## src/rtl/core/mh64_pkg.sv

```systemverilog
// Package with the constants, types and mixing function of the MurmurHash64B block.
package mh64_pkg;

  localparam int unsigned WORD_W       = 32;
  localparam int unsigned HASH_W       = 64;
  localparam int unsigned FIFO_DEPTH   = 4;
  localparam int unsigned FIFO_AW      = $clog2(FIFO_DEPTH);

  localparam logic [WORD_W-1:0] MIX_MUL    = 32'h5bd1_e995;
  localparam int unsigned       MIX_SHIFT  = 24;
  localparam logic [WORD_W-1:0] SEED_RESET = 32'd1257785213;
  localparam int unsigned       FIN_SHIFT1 = 18;
  localparam int unsigned       FIN_SHIFT2 = 22;
  localparam int unsigned       FIN_SHIFT3 = 17;
  localparam int unsigned       FIN_SHIFT4 = 19;

  typedef enum logic [1:0] {
    KIND_NONE,
    KIND_FULL,
    KIND_PART
  } kind_t;

  typedef struct packed {
    logic [WORD_W-1:0] word;
    logic [WORD_W-1:0] init_h1;
    logic              start;
    kind_t             kind;
    logic              to_h2;
    logic              last;
  } entry_t;

  typedef enum logic [3:0] {
    ST_IDLE,
    ST_K1,
    ST_K2,
    ST_H,
    ST_PART,
    ST_F1,
    ST_F2,
    ST_F3,
    ST_F4
  } back_state_t;

  function automatic logic [WORD_W-1:0] mul_m(input logic [WORD_W-1:0] x);
    mul_m = x * MIX_MUL;
  endfunction

endpackage

```

## src/rtl/core/mh64_ifs.sv

```systemverilog
// Valid/ready channel interfaces for the input, result and configuration words.
interface mh64_in_if import mh64_pkg::*; ();
  logic              valid;
  logic              ready;
  logic [WORD_W-1:0] data_word;
  logic [WORD_W-1:0] key_length;
  logic              last_word;

  modport source (output valid, output data_word, output key_length, output last_word,
                  input ready);
  modport sink (input valid, input data_word, input key_length, input last_word,
                output ready);
endinterface

interface mh64_out_if import mh64_pkg::*; ();
  logic              valid;
  logic              ready;
  logic [HASH_W-1:0] hash_value;

  modport source (output valid, output hash_value, input ready);
  modport sink (input valid, input hash_value, output ready);
endinterface

interface mh64_cfg_if import mh64_pkg::*; ();
  logic              valid;
  logic              ready;
  logic [WORD_W-1:0] seed;

  modport source (output valid, output seed, input ready);
  modport sink (input valid, input seed, output ready);
endinterface

```

## src/rtl/core/mh64_front.sv

```systemverilog
// Front end: seed register, key length bookkeeping and classification of each word.
module mh64_front import mh64_pkg::*; (
  input  logic           clk,
  input  logic           rst_n,
  mh64_cfg_if.sink       cfg_chan,
  mh64_in_if.sink        in_chan,
  input  logic           q_full,
  output logic           q_push,
  output entry_t         q_entry
);

  logic [WORD_W-1:0] seed_r;
  logic              in_key_r, in_key_nxt;
  logic [WORD_W-1:0] bytes_left_r, bytes_left_nxt;
  logic              odd_r, odd_nxt;

  logic              accept;
  logic              start;
  logic [WORD_W-1:0] bl;
  logic              odd;
  logic [WORD_W-1:0] mask;

  assign cfg_chan.ready = 1'b1;
  assign in_chan.ready  = !q_full;
  assign accept         = in_chan.valid && !q_full;

  always_comb begin
    start = !in_key_r;
    bl    = start ? in_chan.key_length : bytes_left_r;
    odd   = start ? 1'b0 : odd_r;
    case (bl[1:0])
      2'd1:    mask = 32'h0000_00ff;
      2'd2:    mask = 32'h0000_ffff;
      2'd3:    mask = 32'h00ff_ffff;
      default: mask = '0;
    endcase

    q_entry.word    = in_chan.data_word;
    q_entry.init_h1 = seed_r ^ in_chan.key_length;
    q_entry.start   = start;
    q_entry.to_h2   = odd;
    q_entry.last    = in_chan.last_word;
    bytes_left_nxt  = bl;
    odd_nxt         = odd;
    if (bl >= WORD_W'(4)) begin
      q_entry.kind   = KIND_FULL;
      bytes_left_nxt = bl - WORD_W'(4);
      odd_nxt        = !odd;
    end else if (bl != '0) begin
      q_entry.kind   = KIND_PART;
      q_entry.word   = in_chan.data_word & mask;
      bytes_left_nxt = '0;
    end else begin
      q_entry.kind   = KIND_NONE;
    end
    in_key_nxt = 1'b1;
    if (in_chan.last_word) begin
      in_key_nxt     = 1'b0;
      bytes_left_nxt = '0;
      odd_nxt        = 1'b0;
    end
    q_push = accept && (q_entry.kind != KIND_NONE || in_chan.last_word || start);
  end

  always_ff @(posedge clk) begin
    if (!rst_n) begin
      seed_r       <= SEED_RESET;
      in_key_r     <= 1'b0;
      bytes_left_r <= '0;
      odd_r        <= 1'b0;
    end else begin
      if (cfg_chan.valid) begin
        seed_r <= cfg_chan.seed;
      end
      if (accept) begin
        in_key_r     <= in_key_nxt;
        bytes_left_r <= bytes_left_nxt;
        odd_r        <= odd_nxt;
      end
    end
  end

endmodule

```

## src/rtl/core/mh64_fifo.sv

```systemverilog
// Short register queue that carries classified words from the front to the back end.
module mh64_fifo import mh64_pkg::*; (
  input  logic   clk,
  input  logic   rst_n,
  input  logic   push,
  input  entry_t push_entry,
  output logic   full,
  input  logic   pop,
  output logic   not_empty,
  output entry_t pop_entry
);

  entry_t             mem_r [FIFO_DEPTH];
  logic [FIFO_AW-1:0] wr_ptr_r;
  logic [FIFO_AW-1:0] rd_ptr_r;
  logic [FIFO_AW:0]   count_r;
  logic               do_push;
  logic               do_pop;

  assign full      = count_r == (FIFO_AW+1)'(FIFO_DEPTH);
  assign not_empty = count_r != '0;
  assign pop_entry = mem_r[rd_ptr_r];
  assign do_push   = push && !full;
  assign do_pop    = pop && not_empty;

  always_ff @(posedge clk) begin
    if (do_push) begin
      mem_r[wr_ptr_r] <= push_entry;
    end
  end

  always_ff @(posedge clk) begin
    if (!rst_n) begin
      wr_ptr_r <= '0;
      rd_ptr_r <= '0;
      count_r  <= '0;
    end else begin
      if (do_push) begin
        wr_ptr_r <= wr_ptr_r + FIFO_AW'(1);
      end
      if (do_pop) begin
        rd_ptr_r <= rd_ptr_r + FIFO_AW'(1);
      end
      case ({do_push, do_pop})
        2'b10:   count_r <= count_r + (FIFO_AW+1)'(1);
        2'b01:   count_r <= count_r - (FIFO_AW+1)'(1);
        default: count_r <= count_r;
      endcase
    end
  end

endmodule

```

## src/rtl/core/mh64_back.sv

```systemverilog
// Back end: sequencer around one shared multiply by the mixing constant, with result register.
module mh64_back import mh64_pkg::*; (
  input  logic      clk,
  input  logic      rst_n,
  input  logic      q_valid,
  input  entry_t    q_entry,
  output logic      q_pop,
  mh64_out_if.source out_chan
);

  back_state_t       st_r, st_nxt;
  entry_t            cur_r;
  logic [WORD_W-1:0] h1_r, h1_nxt;
  logic [WORD_W-1:0] h2_r, h2_nxt;
  logic [WORD_W-1:0] k_r, k_nxt;
  logic              out_valid_r;
  logic [HASH_W-1:0] out_hash_r;
  logic [WORD_W-1:0] mul_in;
  logic [WORD_W-1:0] mul_out;
  logic              out_free;
  logic              out_load;

  assign out_free        = !out_valid_r || out_chan.ready;
  assign mul_out         = mul_m(mul_in);
  assign out_chan.valid  = out_valid_r;
  assign out_chan.hash_value = out_hash_r;

  always_comb begin
    st_nxt   = st_r;
    h1_nxt   = h1_r;
    h2_nxt   = h2_r;
    k_nxt    = k_r;
    mul_in   = '0;
    q_pop    = 1'b0;
    out_load = 1'b0;
    unique case (st_r)
      ST_IDLE: begin
        if (q_valid) begin
          q_pop = 1'b1;
          if (q_entry.start) begin
            h1_nxt = q_entry.init_h1;
            h2_nxt = '0;
          end
          unique case (q_entry.kind)
            KIND_FULL: st_nxt = ST_K1;
            KIND_PART: st_nxt = ST_PART;
            default:   st_nxt = q_entry.last ? ST_F1 : ST_IDLE;
          endcase
        end
      end
      ST_K1: begin
        mul_in = cur_r.word;
        k_nxt  = mul_out;
        st_nxt = ST_K2;
      end
      ST_K2: begin
        mul_in = k_r ^ (k_r >> MIX_SHIFT);
        k_nxt  = mul_out;
        st_nxt = ST_H;
      end
      ST_H: begin
        if (cur_r.to_h2) begin
          mul_in = h2_r;
          h2_nxt = mul_out ^ k_r;
        end else begin
          mul_in = h1_r;
          h1_nxt = mul_out ^ k_r;
        end
        st_nxt = cur_r.last ? ST_F1 : ST_IDLE;
      end
      ST_PART: begin
        mul_in = h2_r ^ cur_r.word;
        h2_nxt = mul_out;
        st_nxt = cur_r.last ? ST_F1 : ST_IDLE;
      end
      ST_F1: begin
        mul_in = h1_r ^ (h2_r >> FIN_SHIFT1);
        h1_nxt = mul_out;
        st_nxt = ST_F2;
      end
      ST_F2: begin
        mul_in = h2_r ^ (h1_r >> FIN_SHIFT2);
        h2_nxt = mul_out;
        st_nxt = ST_F3;
      end
      ST_F3: begin
        mul_in = h1_r ^ (h2_r >> FIN_SHIFT3);
        h1_nxt = mul_out;
        st_nxt = ST_F4;
      end
      ST_F4: begin
        mul_in = h2_r ^ (h1_r >> FIN_SHIFT4);
        if (out_free) begin
          out_load = 1'b1;
          st_nxt   = ST_IDLE;
        end
      end
      default: st_nxt = ST_IDLE;
    endcase
  end

  always_ff @(posedge clk) begin
    if (!rst_n) begin
      st_r        <= ST_IDLE;
      out_valid_r <= 1'b0;
    end else begin
      st_r <= st_nxt;
      if (out_load) begin
        out_valid_r <= 1'b1;
      end else if (out_chan.ready) begin
        out_valid_r <= 1'b0;
      end
    end
  end

  always_ff @(posedge clk) begin
    h1_r <= h1_nxt;
    h2_r <= h2_nxt;
    k_r  <= k_nxt;
    if (q_pop) begin
      cur_r <= q_entry;
    end
    if (out_load) begin
      out_hash_r <= {h1_r, mul_out};
    end
  end

endmodule

```

## src/rtl/core/murmur_hash_64b_top.sv

```systemverilog
// Top level of the MurmurHash64B block: front end, word queue and back end.
//
//   channel    role    carries
//   in_chan    sink    data_word, key_length, last_word
//   out_chan   source  hash_value
//   cfg_chan   sink    seed
//
// The front end takes one word per cycle while the four-entry queue has room.
// In the back end a full word passes through ST_K1, ST_K2 and ST_H, a partial word
// through ST_PART, a word that adds no bytes only through ST_IDLE, and the last
// word then through ST_F1 to ST_F4 for finalization; these steps share the one multiplier by the mixing constant.
// Reset is synchronous and active low; the seed returns to its default value.
// A stalled result holds in the output register while the back end waits.
module murmur_hash_64b_top import mh64_pkg::*; (
  input  logic        clk,
  input  logic        rst_n,
  mh64_in_if.sink     in_chan,
  mh64_out_if.source  out_chan,
  mh64_cfg_if.sink    cfg_chan
);

  logic   q_full;
  logic   q_push;
  entry_t q_push_entry;
  logic   q_pop;
  logic   q_not_empty;
  entry_t q_pop_entry;

  mh64_front u_front (
    .clk      (clk),
    .rst_n    (rst_n),
    .cfg_chan (cfg_chan),
    .in_chan  (in_chan),
    .q_full   (q_full),
    .q_push   (q_push),
    .q_entry  (q_push_entry)
  );

  mh64_fifo u_fifo (
    .clk        (clk),
    .rst_n      (rst_n),
    .push       (q_push),
    .push_entry (q_push_entry),
    .full       (q_full),
    .pop        (q_pop),
    .not_empty  (q_not_empty),
    .pop_entry  (q_pop_entry)
  );

  mh64_back u_back (
    .clk      (clk),
    .rst_n    (rst_n),
    .q_valid  (q_not_empty),
    .q_entry  (q_pop_entry),
    .q_pop    (q_pop),
    .out_chan (out_chan)
  );

endmodule

```

## src/flat_wrapper.sv

```systemverilog
// flat-port wrapper written by rule: the top's interface ports become plain ports
module murmur_hash_64b_top_flat import mh64_pkg::*;
  (clk, rst_n, in_chan_valid, in_chan_data_word, in_chan_key_length, in_chan_last_word, in_chan_ready, out_chan_valid, out_chan_hash_value, out_chan_ready, cfg_chan_valid, cfg_chan_seed, cfg_chan_ready);
  mh64_in_if in_chan_i ();
  mh64_out_if out_chan_i ();
  mh64_cfg_if cfg_chan_i ();
  input  logic clk;
  input  logic rst_n;
  input wire logic [$bits(in_chan_i.valid)-1:0] in_chan_valid;
  input wire logic [$bits(in_chan_i.data_word)-1:0] in_chan_data_word;
  input wire logic [$bits(in_chan_i.key_length)-1:0] in_chan_key_length;
  input wire logic [$bits(in_chan_i.last_word)-1:0] in_chan_last_word;
  output wire logic [$bits(in_chan_i.ready)-1:0] in_chan_ready;
  output wire logic [$bits(out_chan_i.valid)-1:0] out_chan_valid;
  output wire logic [$bits(out_chan_i.hash_value)-1:0] out_chan_hash_value;
  input wire logic [$bits(out_chan_i.ready)-1:0] out_chan_ready;
  input wire logic [$bits(cfg_chan_i.valid)-1:0] cfg_chan_valid;
  input wire logic [$bits(cfg_chan_i.seed)-1:0] cfg_chan_seed;
  output wire logic [$bits(cfg_chan_i.ready)-1:0] cfg_chan_ready;
  assign in_chan_i.valid = in_chan_valid;
  assign in_chan_i.data_word = in_chan_data_word;
  assign in_chan_i.key_length = in_chan_key_length;
  assign in_chan_i.last_word = in_chan_last_word;
  assign in_chan_ready = in_chan_i.ready;
  assign out_chan_valid = out_chan_i.valid;
  assign out_chan_hash_value = out_chan_i.hash_value;
  assign out_chan_i.ready = out_chan_ready;
  assign cfg_chan_i.valid = cfg_chan_valid;
  assign cfg_chan_i.seed = cfg_chan_seed;
  assign cfg_chan_ready = cfg_chan_i.ready;
  murmur_hash_64b_top u_core (.clk(clk), .rst_n(rst_n), .in_chan(in_chan_i), .out_chan(out_chan_i), .cfg_chan(cfg_chan_i));
endmodule
```

## config.mk

```make
export PLATFORM = sky130hd
export DESIGN_NAME = murmur_hash_64b_top_flat
export DESIGN_NICKNAME = d
export VERILOG_FILES = /design/src/rtl/core/mh64_pkg.sv /design/src/rtl/core/mh64_ifs.sv /design/src/rtl/core/mh64_front.sv /design/src/rtl/core/mh64_fifo.sv /design/src/rtl/core/mh64_back.sv /design/src/rtl/core/murmur_hash_64b_top.sv /design/src/flat_wrapper.sv
export SDC_FILE = /design/constraint.sdc
export NUM_CORES = 1
export LEC_CHECK = 0
export ABC_CLOCK_PERIOD_IN_PS = 9750
export BUFFER_PORTS_ARGS = -buffer_cell sky130_fd_sc_hd__buf_2
export CAP_MARGIN = 40
export CORE_ASPECT_RATIO = 1.75
export CORE_MARGIN = 4
export CORE_UTILIZATION = 50
export DETAILED_ROUTE_END_ITERATION = 10
export PLACE_DENSITY = 0.64
export REMOVE_ABC_BUFFERS = 1
export SLEW_MARGIN = 5
export SYNTH_ARGS = -nofsm -noshare
export SYNTH_HDL_FRONTEND = slang
export SYNTH_HIERARCHICAL = 1
export SYNTH_SLANG_ARGS = --single-unit
```

## constraint.sdc

```tcl
create_clock -name clk -period 9.75 [get_ports clk]
set_clock_uncertainty 0.05 [all_clocks]
set_input_delay 0 -clock clk [delete_from_list [all_inputs] [get_ports clk]]
set_output_delay 0 -clock clk [all_outputs]
set_load 0.05 [all_outputs]
```

After elaboration in Yosys (flattened, before gate mapping)
Memory sizes are Yosys's and may differ from the RTL's. A register that Yosys moved wholly into a read port is not among the register bits.
Cells that the tools add are included.

operators by class
  add/sub/neg operators = 5
  $mul = 1
  magnitude comparators = 1
  eq/ne operators = 21
  mux-type cells = 40
  bitwise logic cells = 9
  reductions and logical operators = 26

operators with widths
  operator                  count
  $mux W32                  13
  $pmux W32 S8              1
  $pmux W32 S3              2
  $xor A32 B32 Y32          3
  $pmux W24 S3              1
  $and A32 B32 Y32          1
  $ge A32 B3 Y1 const B     1
  $mul A32 B31 Y32 const B  1
  $pmux W4 S8               1
  $reduce_bool A32 Y1       1
  $sub A32 B3 Y32 const B   1
  $xor A32 B10 Y32          1
  $xor A32 B13 Y32          1
  $xor A32 B14 Y32          1
  $xor A32 B15 Y32          1
  $xor A32 B8 Y32           1
  $eq A4 B3 Y1 const B      4
  $mux W1                   12
  $pmux W3 S2               2
  $reduce_bool A3 Y1        3
  $eq A2 B2 Y1 const B      4
  $eq A4 B2 Y1 const B      2
  $mux W2                   4
  $mux W4                   2
  other kinds (18)          39

storage, ports and cells
  flip-flop bits (word level) = 272
  RAM bits = 276
  input bits = 102
  output and inout bits = 67
  word-level logic and storage cells = 120
  memories = 1

memory list
  name                 words  bits a word  read ports  clocked after Yosys merged registers in  wr ports  line             source
  u_core.u_fifo.mem_r  4      69           1           1                                        1         mh64_fifo.sv:13  entry_t mem_r [FIFO_DEPTH];

Depth between registers and ports, before layout
Gate-level depths: netlist (run 1).

  depth after elaboration = 11
  mapped depth = 35

Hierarchy
The synthesis (run 1) kept the hierarchy.

by module, submodules not included
  module      instances  cells each  area each (sq um)
  mh64_back   1          1695        18342.6
  mh64_fifo   1          413         10448.8
  mh64_front  1          523         4418.0

Least setup slack after synthesis (run 1)
No wires, ideal clock.

  path type = register to register
  start = reg u_core.u_back.st_r[3]
  end = reg u_core.u_back.h2_r[31], data pin
  data arrival time = 8.581 ns
  slack = 0.863 ns
  stages on the path, launching flop included = 35
  clock period less this slack = 8.887 ns
  cell sequence = dfxtp_1 > or4b_1 > buf_2 > buf_6 > clkbuf_1 > o221ai_1 > a211oi_1 > o211ai_1 > inv_1 > fa_1 > inv_1 > ha_1 > inv_1 > fa_1 > inv_1 > ha_1 > fa_1 > inv_1 > fa_1 > inv_1 > fa_1 > inv_1 > fa_1 > inv_1 > ha_1 > and3_1 > and3_1 > or3b_2 > nand3_1 > a31oi_2 > o21ai_0 > o221ai_1 > xor2_2 > xor2_1 > a22o_1

between the ends
  longest elaborated chain between the ends = 6

ends and longest elaborated chain
  item                                        line              source
  start: declaration                          mh64_back.sv:11   back_state_t st_r, st_nxt;
  start signal: assignment                    mh64_back.sv:107  st_r <= st_nxt;
  $eq A4 B4 Y1, or another cell as far along  mh64_back.sv:36   unique case (st_r)
  $pmux W32 S8 *                              mh64_back.sv:36
  via u_core.u_back.mul_in[1]                 mh64_back.sv:18   logic [WORD_W-1:0] mul_in;
  $mul A32 B31 Y32 *                          mh64_pkg.sv:45    mul_m = x * MIX_MUL;
  via u_core.u_back.mul_out[31]               mh64_back.sv:19   logic [WORD_W-1:0] mul_out;
  $xor A32 B32 Y32                            mh64_back.sv:64   h2_nxt = mul_out ^ k_r;
  $mux W32                                    mh64_back.sv:62   if (cur_r.to_h2) begin
  $pmux W32 S3 *                              mh64_back.sv:36
  via u_core.u_back.h2_nxt[31]                mh64_back.sv:14   logic [WORD_W-1:0] h2_r, h2_nxt;
  end signal: assignment                      mh64_back.sv:118  h2_r <= h2_nxt;
  end: declaration                            mh64_back.sv:14

The timed path passes the listed nets; every way through them passes the cells marked *. The select of a mux whose other input is x is not followed.
A chain may end at the register's enable or synchronous reset.

Worst setup path in the final report (run 1)
  start = reg u_core.u_back.st_r[2]
  end = reg u_core.u_back.h1_r[31], data pin

between the ends
  longest elaborated chain between the ends = 6

ends and longest elaborated chain
  item                                        line              source
  $eq A4 B4 Y1, or another cell as far along  mh64_back.sv:36
  $pmux W32 S8 *                              mh64_back.sv:36
  via u_core.u_back.mul_in[1]                 mh64_back.sv:18
  $mul A32 B31 Y32 *                          mh64_pkg.sv:45
  via u_core.u_back.mul_out[31]               mh64_back.sv:19
  $xor A32 B32 Y32                            mh64_back.sv:67   h1_nxt = mul_out ^ k_r;
  $mux W32                                    mh64_back.sv:62
  $pmux W32 S3 *                              mh64_back.sv:36
  via u_core.u_back.h1_nxt[31]                mh64_back.sv:13   logic [WORD_W-1:0] h1_r, h1_nxt;
  end signal: assignment                      mh64_back.sv:117  h1_r <= h1_nxt;
  end: declaration                            mh64_back.sv:13

Marks and branches as above.

==> results of run 1 <==
[worst min-delay path, stage by stage]
cell	delay [ns]
buf_2	0.08
nand2_1	0.36
nand2_1	0.19
a21boi_1	0.05
[cell usage in the layout (no fill, tap or decap), drive strengths merged, types with 11 or more instances in the layout]
master,instances
clkinv,20
fa,182
ha,226
a21oi,41
nand2,165
a21o,24
and3,14
buf,253
o21ai,136
and2,41
clkbuf,62
a221o,11
inv,398
xor2,84
nor3,23
edfxtp,470
dfxtp,80
nand4,12
mux4,69
nand3,22
nor2,92
a22oi,32
dlygate4sd3,143
nor3b,15
mux2i,72
or3,12
xnor2,86
nor2b,41
a222oi,22
[how the worst max path moves through the flow]
stage	to	slack, ns	cells past startpoint
6_report	u_core/u_back/h1_r[31]$_DFFE_PP_	0.39	33
5_1_grt	u_core/u_back/h1_r[31]$_DFFE_PP_	0.05	35
4_1_cts	u_core/u_back/h1_r[31]$_DFFE_PP_	0.40	33
3_5_place_dp	u_core/u_back/h2_r[31]$_DFFE_PP_	0.47	33
3_3_place_gp	u_core/u_back/h2_r[31]$_DFFE_PP_	0.61	31
2_1_floorplan	u_core/u_back/h2_r[31]$_DFFE_PP_	-0.16	31
[Yosys cell counts (10+ instances only)]
library cell	instances	share of area, %
clkbuf_1	55	0.62
nor3b_1	14	0.32
fa_1	182	11
buf_4	10	0.23
nand2_1	165	1.9
o21a_1	10	0.23
a21oi_1	41	0.62
mux4_2	69	4.7
a22oi_1	32	0.72
buf_2	13	0.20
nor2_1	87	0.98
a21o_1	24	0.54
nor2b_1	41	0.77
or3_1	12	0.23
nor3_1	20	0.30
dfxtp_1	80	4.8
a222oi_1	22	0.66
ha_1	226	8.5
and3_1	14	0.26
o21ai_0	111	1.7
xor2_1	83	2.2
nand4_1	12	0.23
nand3_1	22	0.33
mux2i_1	72	2.2
inv_1	392	4.4
xnor2_1	83	2.2
o21ai_1	22	0.33
and2_1	41	0.77
a221o_1	11	0.33
edfxtp_1	470	42
[sequential cells by signal (all words and copies together) (netlist names), named ones only]
| register | flops |
|---|---|
| u_core/u_back/h2_r | 32 |
| u_core/u_fifo/mem_r | 276 |
| u_core/u_fifo/count_r | 3 |
| u_core/u_back/cur_r | 34 |
| u_core/u_front/odd_r | 1 |
| u_core/u_back/h1_r | 32 |
| u_core/u_fifo/rd_ptr_r | 2 |
| u_core/u_front/seed_r | 32 |
| u_core/u_back/k_r | 32 |
| u_core/u_back/out_chan.valid | 1 |
| u_core/u_front/in_key_r | 1 |
| u_core/u_front/bytes_left_r | 32 |
| u_core/u_fifo/wr_ptr_r | 2 |
| u_core/u_back/st_r | 4 |
| u_core/u_back/out_chan.hash_value | 64 |
[routing by layer]
layer  up-vias  GRT usage (%)  share of wire [%]  routed length [um]
li1      10000              -                  -                   -
met1     11200           31.4                 34               35200
met2       802           53.6                 53               54400
met3       271           2.93                4.2                4310
met4         0           21.1                9.1                9460
met5         -              0                  0                   0
[kinds of logic after synthesis]
family	synth area share (%)
and+or+nand+nor	7.73
buffers and inverters	5.92
AOI/OAI and AO/OA	7.96
xor gates and xnor gates	4.65
adders and majority gates	19.5
muxes	6.92
other	0.0113
DFF	47.3
[timing repair]
item                       4_1_cts  5_1_grt
hold endpoints to repair       347        0
resized for setup                0        4
setup buffers                    0        0
setup endpoints to repair        0        8
hold buffers                   143        0
[through the flow]
step	hold WS, ns	area (um2)	setup slack (ns)
floorplan	0.0119	32700	-0.156
global placement	0.166	35400	0.609
detailed placement	0.171	35400	0.473
CTS	0.0130	38500	0.405
global route	0.0707	38500	0.0470
finish	0.0744	38500	0.392
[layout make-up]
type	instances	area [um2]	share of cell area (%)
clock buffers	62	1300	3.37
clock inverters	28	284	0.738
inverters	394	1480	3.84
multi-input cells	1594	15600	40.6
flip-flops and latches	550	15700	40.9
well taps	882	1100	2.87
repair buffers	396	2980	7.74
==> out/results.ini, run 1 <==
[setup_path]
required_ns=10.07
reg2reg_to=u_core/u_back/h1_r[31]$_DFFE_PP_
r2r_start=u_core/u_back/st_r[2]$_SDFFE_PN0P_
cp_common_cell=inv_1
startpoint_type=flop
r2r_slack_ns=0.39
crit_buf_inv=10
crit_type=flop to flop
crit_arrival_ns=9.68
crit_family=adder cells
cp_max_fo=13
crit_path_end_kind=flop
critPathSlowestCell=fa_1
worstSetupStartpoint=u_core/u_back/st_r[2]$_SDFFE_PN0P_
r2r_cells=33
cpPeakStageDelay_ns=0.54

[clock_network]
clkTransAtPathRegs_ns=0.07
cts_buffer_depth=3
cts_buffers=49
cts_tree=built
cts_root_buffer=clkbuf_16
numClockSinks=550
cts.htree.levels=2
insertion_delay_ns=0.61

[detailed_routing]
drc=0
firstDrtPassIters=6
via_per_inst=5.70
wl_um=103000
drtIter0Drc=1544
drt.antenna.violating_nets=0
vias=22200
avgRoutedWirePerCell_um=26.5

[timing]
worstMarginPinSlew_ns=1.07
slew_headroom_pct=28.5
grt_setup_unrepaired=false
fmax_mhz=107
fin_crit_ns=9.36
fin_setup_tns_ns=0
setup_viol=0
finalCritPeriodShare_pct=96.0
slew_violations=0
hold_viol=0

[floorplan]
num_rows=124
fp.dieH_um=349
io_pins=169
core_um2=65600
die_area_um2=70800
start_util_pct=50.6
die_width_um=203

[cells_and_area]
final_nets=3495
final_core_util_pct=58.6
num_antenna_cells=0
layout-drive-gt1-share_pct=15.1
synthToLayoutAreaGrowth_pct=15.9
fin_cells=3906
n_fill_cell=5314

[synthesis]
synth_edf_count=470
synthFlopType=edfxtp_1
avgSynthCellArea_um2=12.6
synth_area_um2=33200
yosysWarnings=6
asyncSetResetFlopFracSynth_pct=0
synth_cell_types=95
synth_seq_cells=550
postSynthCellCount=2631
ys_seq_area_share_pct=47.3

[run]
max-cap-violations=0

[placement]
place_congestion=1.02
hpwl_um=79900
place_inst=3672
portBuffers=167

[min_path]
holdPathStages=4
min_path_type=input port to flop
holdPathEnd=u_core/u_front/bytes_left_r[3]$_SDFFE_PN0P_
min_from=in_chan_valid

[global_route]
grt_pass1_wl_um=154000
antenna_found_initial=0
grt_usage_pct=29.3
grt_pass1_vias=24300
grt_max_degree=84
gr-total-overflow=0

[run_status]
status=completed

Power of run 1 is not shown: default switching activity piles up to over one toggle a cycle in this logic, so the estimate is an artifact.
==> run 2, diff against run 1 <==
--- a/config.mk
+++ b/config.mk
@@ -8,8 +8,7 @@
 export ABC_CLOCK_PERIOD_IN_PS = 9750
 export BUFFER_PORTS_ARGS = -buffer_cell sky130_fd_sc_hd__buf_2
 export CAP_MARGIN = 40
-export CORE_ASPECT_RATIO = 1.75
-export CORE_MARGIN = 4
+export CORE_MARGIN = 2
 export CORE_UTILIZATION = 50
 export DETAILED_ROUTE_END_ITERATION = 10
 export PLACE_DENSITY = 0.64
==> run 2 against run 1 <==
  * Global-route usage decreased by 0.60 points
  * Setup slack lost 0.096 ns
  * Final cell count shrank 0.41%
  * Routed wire length shrank 6.3%
  * Sequential share of layout area fell by 0.23 points
  * Critical path type unchanged
==> out/results.ini, run 2 (same netlist as run 1, synthesis figures left out) <==
[run_status]
status=completed  ; unchanged

[cells_and_area]
synthToLayoutAreaGrowth_pct=16.5  ; was 15.9%
top_register=u_core/u_fifo/mem_r  ; unchanged
final_nets=3489  ; was 3495
layout-drive-gt1-share_pct=15.6  ; was 15.1%
n_fill_cell=5298  ; was 5314
fin_cells=3890  ; was 3906
mostFrequentLayoutCell=edfxtp_1  ; unchanged
design_area_um2=38700  ; was 38500 um2
largest_reg_flops=276  ; unchanged
layout_common_cells=470 x edfxtp_1, 392 x inv_1, 226 x ha_1  ; unchanged
num_antenna_cells=0  ; unchanged

[clock_network]
cts_root_buffer=clkbuf_16  ; unchanged
numClockSinks=550  ; unchanged
cts_buffer_depth=3  ; unchanged
cts_tree=built  ; unchanged
clkTransAtPathRegs_ns=0.07  ; about the same
cts.htree.levels=2  ; unchanged
cts_buffers=56  ; was 49
insertion_delay_ns=0.62  ; was 0.61 ns

[timing]
slew_violations=0  ; unchanged
finalWorstSetupSlack_ns=0.296  ; was 0.392 ns
setup_viol=0  ; unchanged
fmax_mhz=106  ; was 107 MHz
grt_setup_unrepaired=false  ; unchanged
fin_crit_ns=9.45  ; was 9.36 ns
fin_hold_ws_ns=0.0760  ; was 0.0744 ns
worstMarginPinSlew_ns=0.986  ; was 1.07 ns
hold_viol=0  ; unchanged
slew_headroom_pct=34.3  ; was 28.5%
finalCritPeriodShare_pct=97.0  ; was 96.0%

[global_route]
grt_usage_pct=28.7  ; was 29.3%
gr-total-overflow=0  ; unchanged
antenna_found_initial=2  ; was 0
grt_pass1_vias=23300  ; was 24.3k
grt_pass1_wl_um=145000  ; was 154000 um
grt_max_degree=84  ; unchanged

[placement]
portBuffers=167  ; unchanged
place_inst=3644  ; was 3672
postPlaceCellArea_um2=35400  ; about the same
hpwl_um=71200  ; was 79900 um
place_congestion=0.940  ; was 1.02
preCtsSetupSlack_ns=0.173  ; was 0.473 ns

[setup_path]
r2r_start=u_core/u_back/st_r[3]$_SDFFE_PN0P_  ; was u_core/u_back/st_r[2]$_SDFFE_PN0P_
worstSetupStartpoint=u_core/u_back/st_r[3]$_SDFFE_PN0P_  ; was u_core/u_back/st_r[2]$_SDFFE_PN0P_
required_ns=10.05  ; was 10.07 ns
crit_family=adder cells  ; unchanged
startpoint_type=flop  ; unchanged
crit_buf_inv=6  ; was 10
cp_max_fo=9  ; was 13
crit_arrival_ns=9.75  ; was 9.68 ns
critPathSlowestCell=xor2_1  ; was fa_1
crit_path_end_kind=flop  ; unchanged
cpPeakStageDelay_ns=0.73  ; was 0.54 ns
cp_common_cell=fa_1  ; was inv_1
crit_type=flop to flop  ; unchanged

[min_path]
min_path_type=input port to flop  ; unchanged
min_from=cfg_chan_valid  ; was in_chan_valid

[floorplan]
die_area_um2=68500  ; was 70800 um2
die_width_um=262  ; was 203 um
core_um2=65700  ; was 65600 um2
num_rows=94  ; was 124
fp.dieH_um=262  ; was 349 um
start_util_pct=50.5  ; was 50.6%
io_pins=169  ; unchanged

[detailed_routing]
drtIter0Drc=2028  ; was 1544
vias=22300  ; was 22.2k
firstDrtPassIters=7  ; was 6
drt.antenna.violating_nets=0  ; unchanged
drc=0  ; unchanged
avgRoutedWirePerCell_um=24.9  ; was 26.5 um
via_per_inst=5.74  ; was 5.70
wl_um=96900  ; was 103000 um

[run]
max-cap-violations=0  ; unchanged

run 2: changes by cell type in the layout (fill, tap and decap cells not counted), sizes merged:
cell,before,now
dlygate4sd3,143,139
clkinv,20,13
clkinvlp,0,10
buf,253,243
clkbuf,62,76
inv,398,397
run 2: worst min-delay path, delay by kind of cell:
kind                   cells  cell delay, ns
AND/OR/NAND/NOR            1            0.05
buffers and inverters      2            0.47
multiplexers               1            0.15
run 2: layout make-up:
class	instances	area [um2]	share of cell area [%]
well taps	864	1080	2.79
flip-flops and latches	550	15700	40.6
inverters	394	1480	3.82
clock inverters	30	319	0.824
clock buffers	75	1570	4.05
multi-input cells	1594	15600	40.3
repair buffers	383	2930	7.57
run 2: routing by layer:
metal  vias to the layer above  track usage (%)  wire, um
met5                         -                0        15
met4                         2             9.86      3550
met1                     11300             38.1     40200
met3                       168             3.13      5120
met2                       820             49.4     48000
li1                      10000                -         -
run 2: worst paths after layout:
path	slack, ns	depth (start not counted)	endpoint
worst max register to register	0.30	26	u_core/u_back/h2_r[28]$_DFFE_PP_
worst min-delay path	0.08	4	u_core/u_front/seed_r[12]$_SDFFE_PN0P_
worst min register to register	0.42	2	u_core/u_front/bytes_left_r[31]$_SDFFE_PN0P_
worst max-delay path	0.30	26	u_core/u_back/h2_r[28]$_DFFE_PP_
run 2: stage by stage:
step / utilization, % / setup TNS (ns)
after CTS: 58.8 / 0
after global placement: 53.6 / 0
after floorplan: - / -0.309
after global routing: 58.9 / 0
after detailed placement: 53.9 / 0
final: 58.9 / 0
run 2: repair_timing:
item,4_1_cts,5_1_grt
endpoints found under the setup margin,0,4
hold buffers,139,0
setup buffers,0,1
endpoints found under the hold margin,334,0
gates resized for setup,0,4
Power of run 2 is left out for the same reason.
